===== src/rtl/color_histogram_64bin_core_macros.svh =====
// Assertion macros used by the color histogram top-level file.
`ifndef COLOR_HISTOGRAM_64BIN_CORE_MACROS_SVH
`define COLOR_HISTOGRAM_64BIN_CORE_MACROS_SVH

// Clocked assertion that is switched off while reset is held.
`define CH64_ASSERT(label, prop, msg) \
  label: assert property (@(posedge clk_i) disable iff (!rst_ni) prop) else $error(msg);

// Clocked assertion that also holds during reset.
`define CH64_ASSERT_ALWAYS(label, prop, msg) \
  label: assert property (@(posedge clk_i) prop) else $error(msg);

`endif


===== src/rtl/ch64_pkg.sv =====
// Package with the types and constants of the color histogram block.
`default_nettype none

package ch64_pkg;

  // Number of histogram bins and the width of a bin number.
  localparam int unsigned NumBins  = 64;
  localparam int unsigned BinIdxW  = 6;
  // Width of the count field in a result item.
  localparam int unsigned OutCountW = 22;
  // Top two bits of a color channel byte.
  localparam logic [7:0]  ChanTopMask = 8'hC0;

  typedef logic [BinIdxW-1:0] bin_idx_t;

  localparam bin_idx_t LastBin = bin_idx_t'(NumBins - 1);

  // Memory read request.
  typedef struct packed {
    logic     en;
    bin_idx_t addr;
  } rd_req_t;

  // Request to clear one bin after it has been read out.
  typedef struct packed {
    logic     en;
    bin_idx_t addr;
  } clr_req_t;

  // Readout sequencer states.
  typedef enum logic [1:0] {
    RoIdle,
    RoIssue,
    RoLoad
  } ro_state_e;

endpackage

`default_nettype wire


===== src/rtl/ch64_bin_mem.sv =====
// Bin counter memory with one write port, one registered read port and per-bin valid bits.
`default_nettype none

module ch64_bin_mem
  import ch64_pkg::*;
#(
  parameter int unsigned COUNT_BITS = 22
) (
  input  wire logic                  clk_i,
  input  wire logic                  rst_ni,
  input  wire logic                  we_i,
  input  wire bin_idx_t              waddr_i,
  input  wire logic [COUNT_BITS-1:0] wdata_i,
  input  wire rd_req_t               rd_i,
  input  wire clr_req_t              clr_i,
  output logic      [COUNT_BITS-1:0] rdata_o
);

  logic [COUNT_BITS-1:0] mem_q [NumBins];
  logic [NumBins-1:0]    valid_q;
  logic [COUNT_BITS-1:0] rdata_q;
  logic                  rvalid_q;

  // Counter storage; written by the update stage only.
  always_ff @(posedge clk_i) begin
    if (we_i) begin
      mem_q[waddr_i] <= wdata_i;
    end
  end

  // Registered read of the counter value.
  always_ff @(posedge clk_i) begin
    if (rd_i.en) begin
      rdata_q <= mem_q[rd_i.addr];
    end
  end

  // Valid bits: a bin that was never written since reset or readout reads as zero.
  always_ff @(posedge clk_i or negedge rst_ni) begin
    if (!rst_ni) begin
      valid_q  <= '0;
      rvalid_q <= 1'b0;
    end else begin
      if (we_i) begin
        valid_q[waddr_i] <= 1'b1;
      end
      if (clr_i.en) begin
        valid_q[clr_i.addr] <= 1'b0;
      end
      if (rd_i.en) begin
        rvalid_q <= valid_q[rd_i.addr];
      end
    end
  end

  assign rdata_o = rvalid_q ? rdata_q : '0;

endmodule

`default_nettype wire


===== src/rtl/ch64_readout.sv =====
// Readout sequencer that streams all bins out of memory and clears them.
`default_nettype none

module ch64_readout
  import ch64_pkg::*;
#(
  parameter int unsigned COUNT_BITS = 22
) (
  input  wire logic                  clk_i,
  input  wire logic                  rst_ni,
  input  wire logic                  start_i,
  output logic                       busy_o,
  output rd_req_t                    rd_o,
  output clr_req_t                   clr_o,
  input  wire logic [COUNT_BITS-1:0] rdata_i,
  output logic                       out_valid_o,
  input  wire logic                  out_ready_i,
  output bin_idx_t                   out_idx_o,
  output logic      [OutCountW-1:0]  out_count_o,
  output logic                       out_last_o
);

  ro_state_e state_q, state_d;
  bin_idx_t  addr_q, addr_d;
  logic      out_vld_q;
  bin_idx_t  out_idx_q;
  logic [OutCountW-1:0] out_cnt_q;
  logic      out_last_q;
  logic      out_free;
  logic      load;
  logic [COUNT_BITS+OutCountW-1:0] cnt_ext;

  // The output register can take a new item when empty or being emptied.
  assign out_free = !out_vld_q || out_ready_i;

  // Next state.
  always_comb begin
    state_d = state_q;
    case (state_q)
      RoIdle: begin
        if (start_i) begin
          state_d = RoIssue;
        end
      end
      RoIssue: begin
        if (out_free) begin
          state_d = RoLoad;
        end
      end
      RoLoad: begin
        state_d = (addr_q == LastBin) ? RoIdle : RoIssue;
      end
      default: state_d = RoIdle;
    endcase
  end

  // Outputs of the sequencer.
  always_comb begin
    rd_o.en    = 1'b0;
    rd_o.addr  = addr_q;
    clr_o.en   = 1'b0;
    clr_o.addr = addr_q;
    load       = 1'b0;
    addr_d     = addr_q;
    busy_o     = 1'b1;
    case (state_q)
      RoIdle: begin
        busy_o = 1'b0;
      end
      RoIssue: begin
        rd_o.en = out_free;
      end
      RoLoad: begin
        clr_o.en = 1'b1;
        load     = 1'b1;
        addr_d   = addr_q + bin_idx_t'(1);
      end
      default: busy_o = 1'b0;
    endcase
  end

  // Counters wider than the count field are cut to its low bits.
  assign cnt_ext = {{OutCountW{1'b0}}, rdata_i};

  // Sequencer state and bin address.
  always_ff @(posedge clk_i or negedge rst_ni) begin
    if (!rst_ni) begin
      state_q   <= RoIdle;
      addr_q    <= '0;
      out_vld_q <= 1'b0;
    end else begin
      state_q <= state_d;
      addr_q  <= addr_d;
      if (load) begin
        out_vld_q <= 1'b1;
      end else if (out_ready_i) begin
        out_vld_q <= 1'b0;
      end
    end
  end

  // Output payload register.
  always_ff @(posedge clk_i) begin
    if (load) begin
      out_idx_q  <= addr_q;
      out_cnt_q  <= cnt_ext[OutCountW-1:0];
      out_last_q <= (addr_q == LastBin);
    end
  end

  assign out_valid_o = out_vld_q;
  assign out_idx_o   = out_idx_q;
  assign out_count_o = out_cnt_q;
  assign out_last_o  = out_last_q;

endmodule

`default_nettype wire


===== src/rtl/color_histogram_64bin_core.sv =====
// Top level of the 64-bin quantized color histogram.
//
//  channel  dir  fields (low bit up)                       accepted when
//  s_axis   in   tdata: blue, green, red; tlast: frame end  tvalid && tready
//  m_axis   out  tdata: bin_index, bin_count; tlast: last   tvalid && tready
//
// An ordinary pixel is taken every cycle while no readout runs: its bin is
// read when it is accepted, then incremented and written back in the
// update stage, with the last write forwarded to a following pixel of the same bin.
// The frame-end pixel blocks input for the readout, which takes each bin through
// an issue and a load state on the single memory read port and holds in the issue
// state under output stalls. Reset clears all bins at once through their valid bits.
`default_nettype none

module color_histogram_64bin_core
  import ch64_pkg::*;
#(
  parameter int unsigned COUNT_BITS = 22
) (
  input  wire logic        clk_i,
  input  wire logic        rst_ni,
  input  wire logic        s_axis_tvalid,
  output logic             s_axis_tready,
  input  wire logic [23:0] s_axis_tdata,  // blue[7:0], green[15:8], red[23:16]
  input  wire logic        s_axis_tlast,  // end_of_frame
  output logic             m_axis_tvalid,
  input  wire logic        m_axis_tready,
  output logic      [31:0] m_axis_tdata,  // bin_index[5:0], bin_count[27:6], zero fill
  output logic             m_axis_tlast   // last_bin
);

  localparam logic [COUNT_BITS-1:0] CountMax = '1;

  logic      in_fire;
  bin_idx_t  in_idx;
  logic [7:0] blue_top, green_top, red_top;

  logic      s1_vld_q;
  bin_idx_t  s1_idx_q;
  logic      s1_eof_q;

  logic                  wr_vld_q;
  bin_idx_t              wr_idx_q;
  logic [COUNT_BITS-1:0] wr_cnt_q;

  logic [COUNT_BITS-1:0] mem_rdata;
  logic [COUNT_BITS-1:0] old_cnt;
  logic [COUNT_BITS-1:0] new_cnt;
  logic                  frame_end;

  rd_req_t  ro_rd, mem_rd;
  clr_req_t ro_clr;
  logic     ro_busy;
  bin_idx_t out_idx;
  logic [OutCountW-1:0] out_cnt;

  // Bin number from the top two bits of each channel, blue highest.
  assign blue_top  = s_axis_tdata[7:0]   & ChanTopMask;
  assign green_top = s_axis_tdata[15:8]  & ChanTopMask;
  assign red_top   = s_axis_tdata[23:16] & ChanTopMask;
  assign in_idx    = {blue_top[7:6], green_top[7:6], red_top[7:6]};

  // Input is held off while a frame end is being counted or read out.
  assign frame_end     = s1_vld_q && s1_eof_q;
  assign s_axis_tready = !ro_busy && !frame_end;
  assign in_fire       = s_axis_tvalid && s_axis_tready;

  // The read port serves the pixel stage or the readout, never both.
  always_comb begin
    if (ro_busy) begin
      mem_rd = ro_rd;
    end else begin
      mem_rd.en   = in_fire;
      mem_rd.addr = in_idx;
    end
  end

  // Update stage: forward the previous write when it hit the same bin.
  assign old_cnt = (wr_vld_q && (wr_idx_q == s1_idx_q)) ? wr_cnt_q : mem_rdata;
  assign new_cnt = (old_cnt == CountMax) ? old_cnt : old_cnt + COUNT_BITS'(1);

  // Pipeline control.
  always_ff @(posedge clk_i or negedge rst_ni) begin
    if (!rst_ni) begin
      s1_vld_q <= 1'b0;
      wr_vld_q <= 1'b0;
    end else begin
      s1_vld_q <= in_fire;
      wr_vld_q <= s1_vld_q;
    end
  end

  // Pipeline payload.
  always_ff @(posedge clk_i) begin
    if (in_fire) begin
      s1_idx_q <= in_idx;
      s1_eof_q <= s_axis_tlast;
    end
    if (s1_vld_q) begin
      wr_idx_q <= s1_idx_q;
      wr_cnt_q <= new_cnt;
    end
  end

  ch64_bin_mem #(
    .COUNT_BITS (COUNT_BITS)
  ) u_mem (
    .clk_i   (clk_i),
    .rst_ni  (rst_ni),
    .we_i    (s1_vld_q),
    .waddr_i (s1_idx_q),
    .wdata_i (new_cnt),
    .rd_i    (mem_rd),
    .clr_i   (ro_clr),
    .rdata_o (mem_rdata)
  );

  ch64_readout #(
    .COUNT_BITS (COUNT_BITS)
  ) u_readout (
    .clk_i       (clk_i),
    .rst_ni      (rst_ni),
    .start_i     (frame_end),
    .busy_o      (ro_busy),
    .rd_o        (ro_rd),
    .clr_o       (ro_clr),
    .rdata_i     (mem_rdata),
    .out_valid_o (m_axis_tvalid),
    .out_ready_i (m_axis_tready),
    .out_idx_o   (out_idx),
    .out_count_o (out_cnt),
    .out_last_o  (m_axis_tlast)
  );

  assign m_axis_tdata = {4'b0000, out_cnt, out_idx};

  `include "color_histogram_64bin_core_macros.svh"

  // The final item of a readout carries the highest bin number.
  `CH64_ASSERT(a_last_is_top_bin, m_axis_tvalid && m_axis_tlast |-> m_axis_tdata[5:0] == LastBin, "last item is not the top bin")
  // A pixel write never coincides with a readout access.
  `CH64_ASSERT(a_no_write_in_readout, s1_vld_q |-> !ro_rd.en && !ro_clr.en, "pixel write during readout")
  // A counted frame end always starts the readout.
  `CH64_ASSERT(a_frame_end_starts, frame_end |=> ro_busy, "readout did not start after frame end")
  // No result is offered right after reset.
  `CH64_ASSERT_ALWAYS(a_reset_quiet, !rst_ni |=> !m_axis_tvalid, "output valid right after reset")

endmodule

`default_nettype wire


===== config.mk =====
export PLATFORM = sky130hd
export DESIGN_NAME = color_histogram_64bin_core
export DESIGN_NICKNAME = d
export VERILOG_FILES = /design/src/rtl/ch64_pkg.sv /design/src/rtl/ch64_bin_mem.sv /design/src/rtl/ch64_readout.sv /design/src/rtl/color_histogram_64bin_core.sv
export VERILOG_INCLUDE_DIRS = /design/src /design/src/rtl
export SDC_FILE = /design/constraint.sdc
export NUM_CORES = 2
export LEC_CHECK = 0
export BUFFER_PORTS_ARGS = -buffer_cell sky130_fd_sc_hd__buf_4
export CAP_MARGIN = 40
export CORE_MARGIN = 4
export CORE_UTILIZATION = 50
export DETAILED_ROUTE_END_ITERATION = 7
export PLACE_DENSITY_LB_ADDON = 0.25
export SLEW_MARGIN = 20
export SYNTH_ARGS = -nofsm -noshare
export SYNTH_HDL_FRONTEND = slang
export SYNTH_SLANG_ARGS = --single-unit

===== constraint.sdc =====
create_clock -name clk_i -period 7.7 [get_ports clk_i]
set_input_delay 0.77 -clock clk_i [delete_from_list [all_inputs] [get_ports clk_i]]
set_output_delay 0.77 -clock clk_i [all_outputs]
set_load 0.03 [all_outputs]

==> flow_metrics.tcl <==
set metrics [dict create \
    dr_total_vias 32350 \
    place_area_mm2 0.06574 \
    clk_latency_ns 0.76 \
    yosys-top-cells-area "edfxtp_1, mux4_2, dfrtp_1, nand2_1, a311oi_1" \
    placedCellCount 4874 \
    antenna_found_initial 5 \
    maxCapViolCount 0 \
    worst_hold_path_type "in2reg" \
    ys_warn_count 0 \
    yosysMostFrequentCell "edfxtp_1" \
    antenna_left 0 \
    worstPathCellList "xnor2_1 -> nand4_1 -> or4_1 -> a222oi_1 -> and3_1 -> nor3_1 -> xnor2_2 -> buf_4" \
    grt_max_degree 142 \
    finalSetupViolCount 0 \
    fillers 8913 \
    dr.pass1.iters 5 \
    slowest_stage "a222oi_1" \
    cts_tree "done" \
    clock_sinks 1570 \
    drive_gt1_share_pct 25.69 \
    vias_per_cell 6.266 \
    gp_congestion 0.8805 \
    status "finished clean" \
    rsz0062_at_grt "no" \
    p_per_area_mw_per_mm2 410.0 \
    portBuffers 41 \
    worst_slack_ns 2.383 \
    min_path_cells 1 \
    grtUsageTotal_pct 24.20 \
    fin_nets 3453 \
    area_growth_pct 15.05 \
    dieArea_mm2 0.1288 \
    leakage_nw 23.29 \
    crit_path_end_kind "register" \
    cp_data_arrival_time_ns 5.78 \
    synth_top_area_share_pct 72.89 \
    cts_buffers 155 \
    period_minus_slack_ns 5.317 \
    hpwlAfterDp_um 89270 \
    syn_area_per_cell_um2 19.11 \
    initial_core_util_pct 50.44 \
    final_util_pct 58.03 \
    critical_path_class "reg2reg" \
    cp_max_fo 49 \
    synth-edff-count 1494 \
    core-area_mm2 0.1220 \
    yosys.area.top_type "edfxtp_1" \
    drt_iter0_markers 3980 \
    finalWirelength_um 156600 \
    max_stage_delay_ns 0.91 \
    grt-ovfl-total 0 \
    htree_num_levels 4 \
    final_cell_area_mm2 0.07082 \
    final.setup.tns_ns 0 \
    root_buffer "clkbuf_16" \
    timing.slew.headroom_pct 30.48 \
    pre_cts_slack_ns 2.212 \
    finalMaxSlewViolations 0 \
    synth-seq-area-share_pct 75.98 \
    ys_types 65 \
    path_clk_slew_ns 0.06 \
    synthTopCellsByCount "edfxtp_1, nand2_1, mux4_2" \
    postSynth.asyncResetShare_pct 4.841 \
    grt_pass1_vias 32820 \
    routedWlPerCell_um 30.33 \
    yosys_most_used_dff "edfxtp_1" \
    syn_inst 3221 \
    fin_skew_ns 0.02149 \
    num_rows 128 \
    r2r_cells 8 \
    pin_count 64 \
    hold_viol_final 0 \
    required_ns 8.17 \
    cts_buffer_depth 3 \
    die_w_um 358.9 \
    die_h_um 358.9 \
    max_freq_mhz 188.1 \
    grt_pass1_wl_um 227000 \
    ctsResizeCount 0 \
    period_share_pct 69.05 \
    cp-start-kind "register" \
    synth_area_mm2 0.06155 \
    final_cells 5162 \
    synth-seq-cells 1570 \
    vdd_drop_max_v 0.0006197 \
    drc 0 \
    worst_slew_pin_slew_ns 1.043 \
]
[registers in the layout, summed over array words and instances, names as in the netlist]
| signal | flops |
|---|---|
| u_readout.out_valid_o | 1 |
| u_readout.state_q | 2 |
| s1_eof_q | 1 |
| u_readout.out_last_o | 1 |
| s1_vld_q | 1 |
| u_readout.out_count_o | 22 |
| u_mem.rdata_q | 22 |
| u_readout.addr_q | 6 |
| u_mem.valid_q | 64 |
| wr_vld_q | 1 |
| u_mem.mem_q | 1408 |
| s1_idx_q | 6 |
| u_mem.rvalid_q | 1 |
| wr_idx_q | 6 |
| u_readout.out_idx_o | 6 |
| wr_cnt_q | 22 |
[critical path, delay by kind of cell, from the launching register on]
family,cells,cell delay (ns)
XOR/XNOR,2,1.02
buffers and inverters,1,0.60
AO/OA/AOI/OAI,1,0.91
flip-flops,1,0.58
AND/OR/NAND/NOR,4,1.82
[cell families (layout without fill, tap and decap cells)]
logic type,count (synthesis),in the layout,synth area share (%)
AO/OA/AOI/OAI,246,246,2.840
XOR/XNOR,30,30,0.4269
adder cells (fa/ha/maj),5,5,0.1016
buffers and inverters,197,507,1.342
flip-flops,1570,1570,75.98
multiplexers,384,384,13.57
other,1,7,0.006092
AND/OR/NAND/NOR,788,788,5.732
[path summary, 6_finish.rpt]
| path | slack (ns) | endpoint | start |
|---|---|---|---|
| max in group asynchronous | 6.42 | u_mem.valid_q[12] | rst_ni |
| setup / recovery | 2.38 | u_mem.mem_q[57][6] | s1_idx_q[5] |
| min in group asynchronous | 0.64 | u_mem.valid_q[63] | rst_ni |
| hold reg to reg | 0.49 | u_mem.valid_q[45] | u_mem.valid_q[45] |
| hold / removal | 0.20 | s1_eof_q | s_axis_tlast |
| setup reg to reg | 2.38 | u_mem.mem_q[57][6] | s1_idx_q[5] |
[final cells by class]
class / instances / area [um2] / area share (%)
tap: 1625 / 2033 / 2.871
clock inverter: 72 / 656.9 / 0.9276
clock buffer: 200 / 4214 / 5.951
inverter: 11 / 41.29 / 0.05831
timing repair buffer: 224 / 2449 / 3.458
multi-input combinational: 1457 / 14650 / 20.69
antenna: 3 / 7.507 / 0.01060
sequential: 1570 / 46760 / 66.04
[routing by layer]
metal  wire [um]  track usage (%)
met4        5046            7.927
met3       15210            6.652
met5          13                0
met2       74410            37.85
met1       61890            33.42
[through the flow]
step / power [W] / hold WS, ns
after floorplan: 0.01800 / 0.4206
after global placement: 0.02144 / 0.4650
after detailed placement: 0.02193 / 0.4739
after CTS: 0.02920 / 0.1558
after global routing: 0.03028 / 0.1627
final: 0.02903 / 0.2005
[power breakdown]
group	internal [W]	switching, W
clock	0.00422	0.00309
combinational	0.00418	0.00658
sequential	0.0106	0.000321
[what timing repair did]
item | in CTS | in global routing
hold buffers | 1 | 0
hold endpoints to repair | 34 | 0
buffers inserted | 0 | 0
setup endpoints to repair | 0 | 0
[layout by cell type (no fill, tap or decap), types with 6 or more instances in the layout]
| cell | Yosys | final |
|---|---|---|
| a211oi_1 | 10 | 10 |
| a21oi_1 | 63 | 60 |
| a311oi_1 | 75 | 74 |
| a31oi_1 | 29 | 28 |
| and2_1 | 25 | 25 |
| and3_1 | 49 | 49 |
| buf_12 | 0 | 19 |
| buf_16 | 0 | 29 |
| buf_2 | 48 | 38 |
| buf_4 | 5 | 129 |
| bufinv_16 | 0 | 11 |
| clkbuf_1 | 102 | 34 |
| clkbuf_16 | 0 | 160 |
| clkbuf_8 | 0 | 6 |
| clkinv_1 | 0 | 22 |
| clkinv_2 | 0 | 27 |
| dfrtp_1 | 76 | 76 |
| edfxtp_1 | 1494 | 1494 |
| inv_1 | 11 | 11 |
| inv_6 | 0 | 8 |
| mux2i_1 | 18 | 9 |
| mux2i_4 | 0 | 9 |
| mux4_2 | 360 | 360 |
| nand2_1 | 416 | 416 |
| nand3_1 | 112 | 112 |
| nand4_1 | 14 | 14 |
| nor2_1 | 117 | 51 |
| nor2_2 | 0 | 34 |
| nor2_4 | 0 | 32 |
| nor2b_1 | 8 | 8 |
| nor3_1 | 7 | 7 |
| o21ai_0 | 13 | 13 |
| o22a_1 | 29 | 29 |
| xnor2_1 | 17 | 13 |
| xor2_1 | 13 | 10 |
Note: power is estimated with default switching activity, not from simulation.
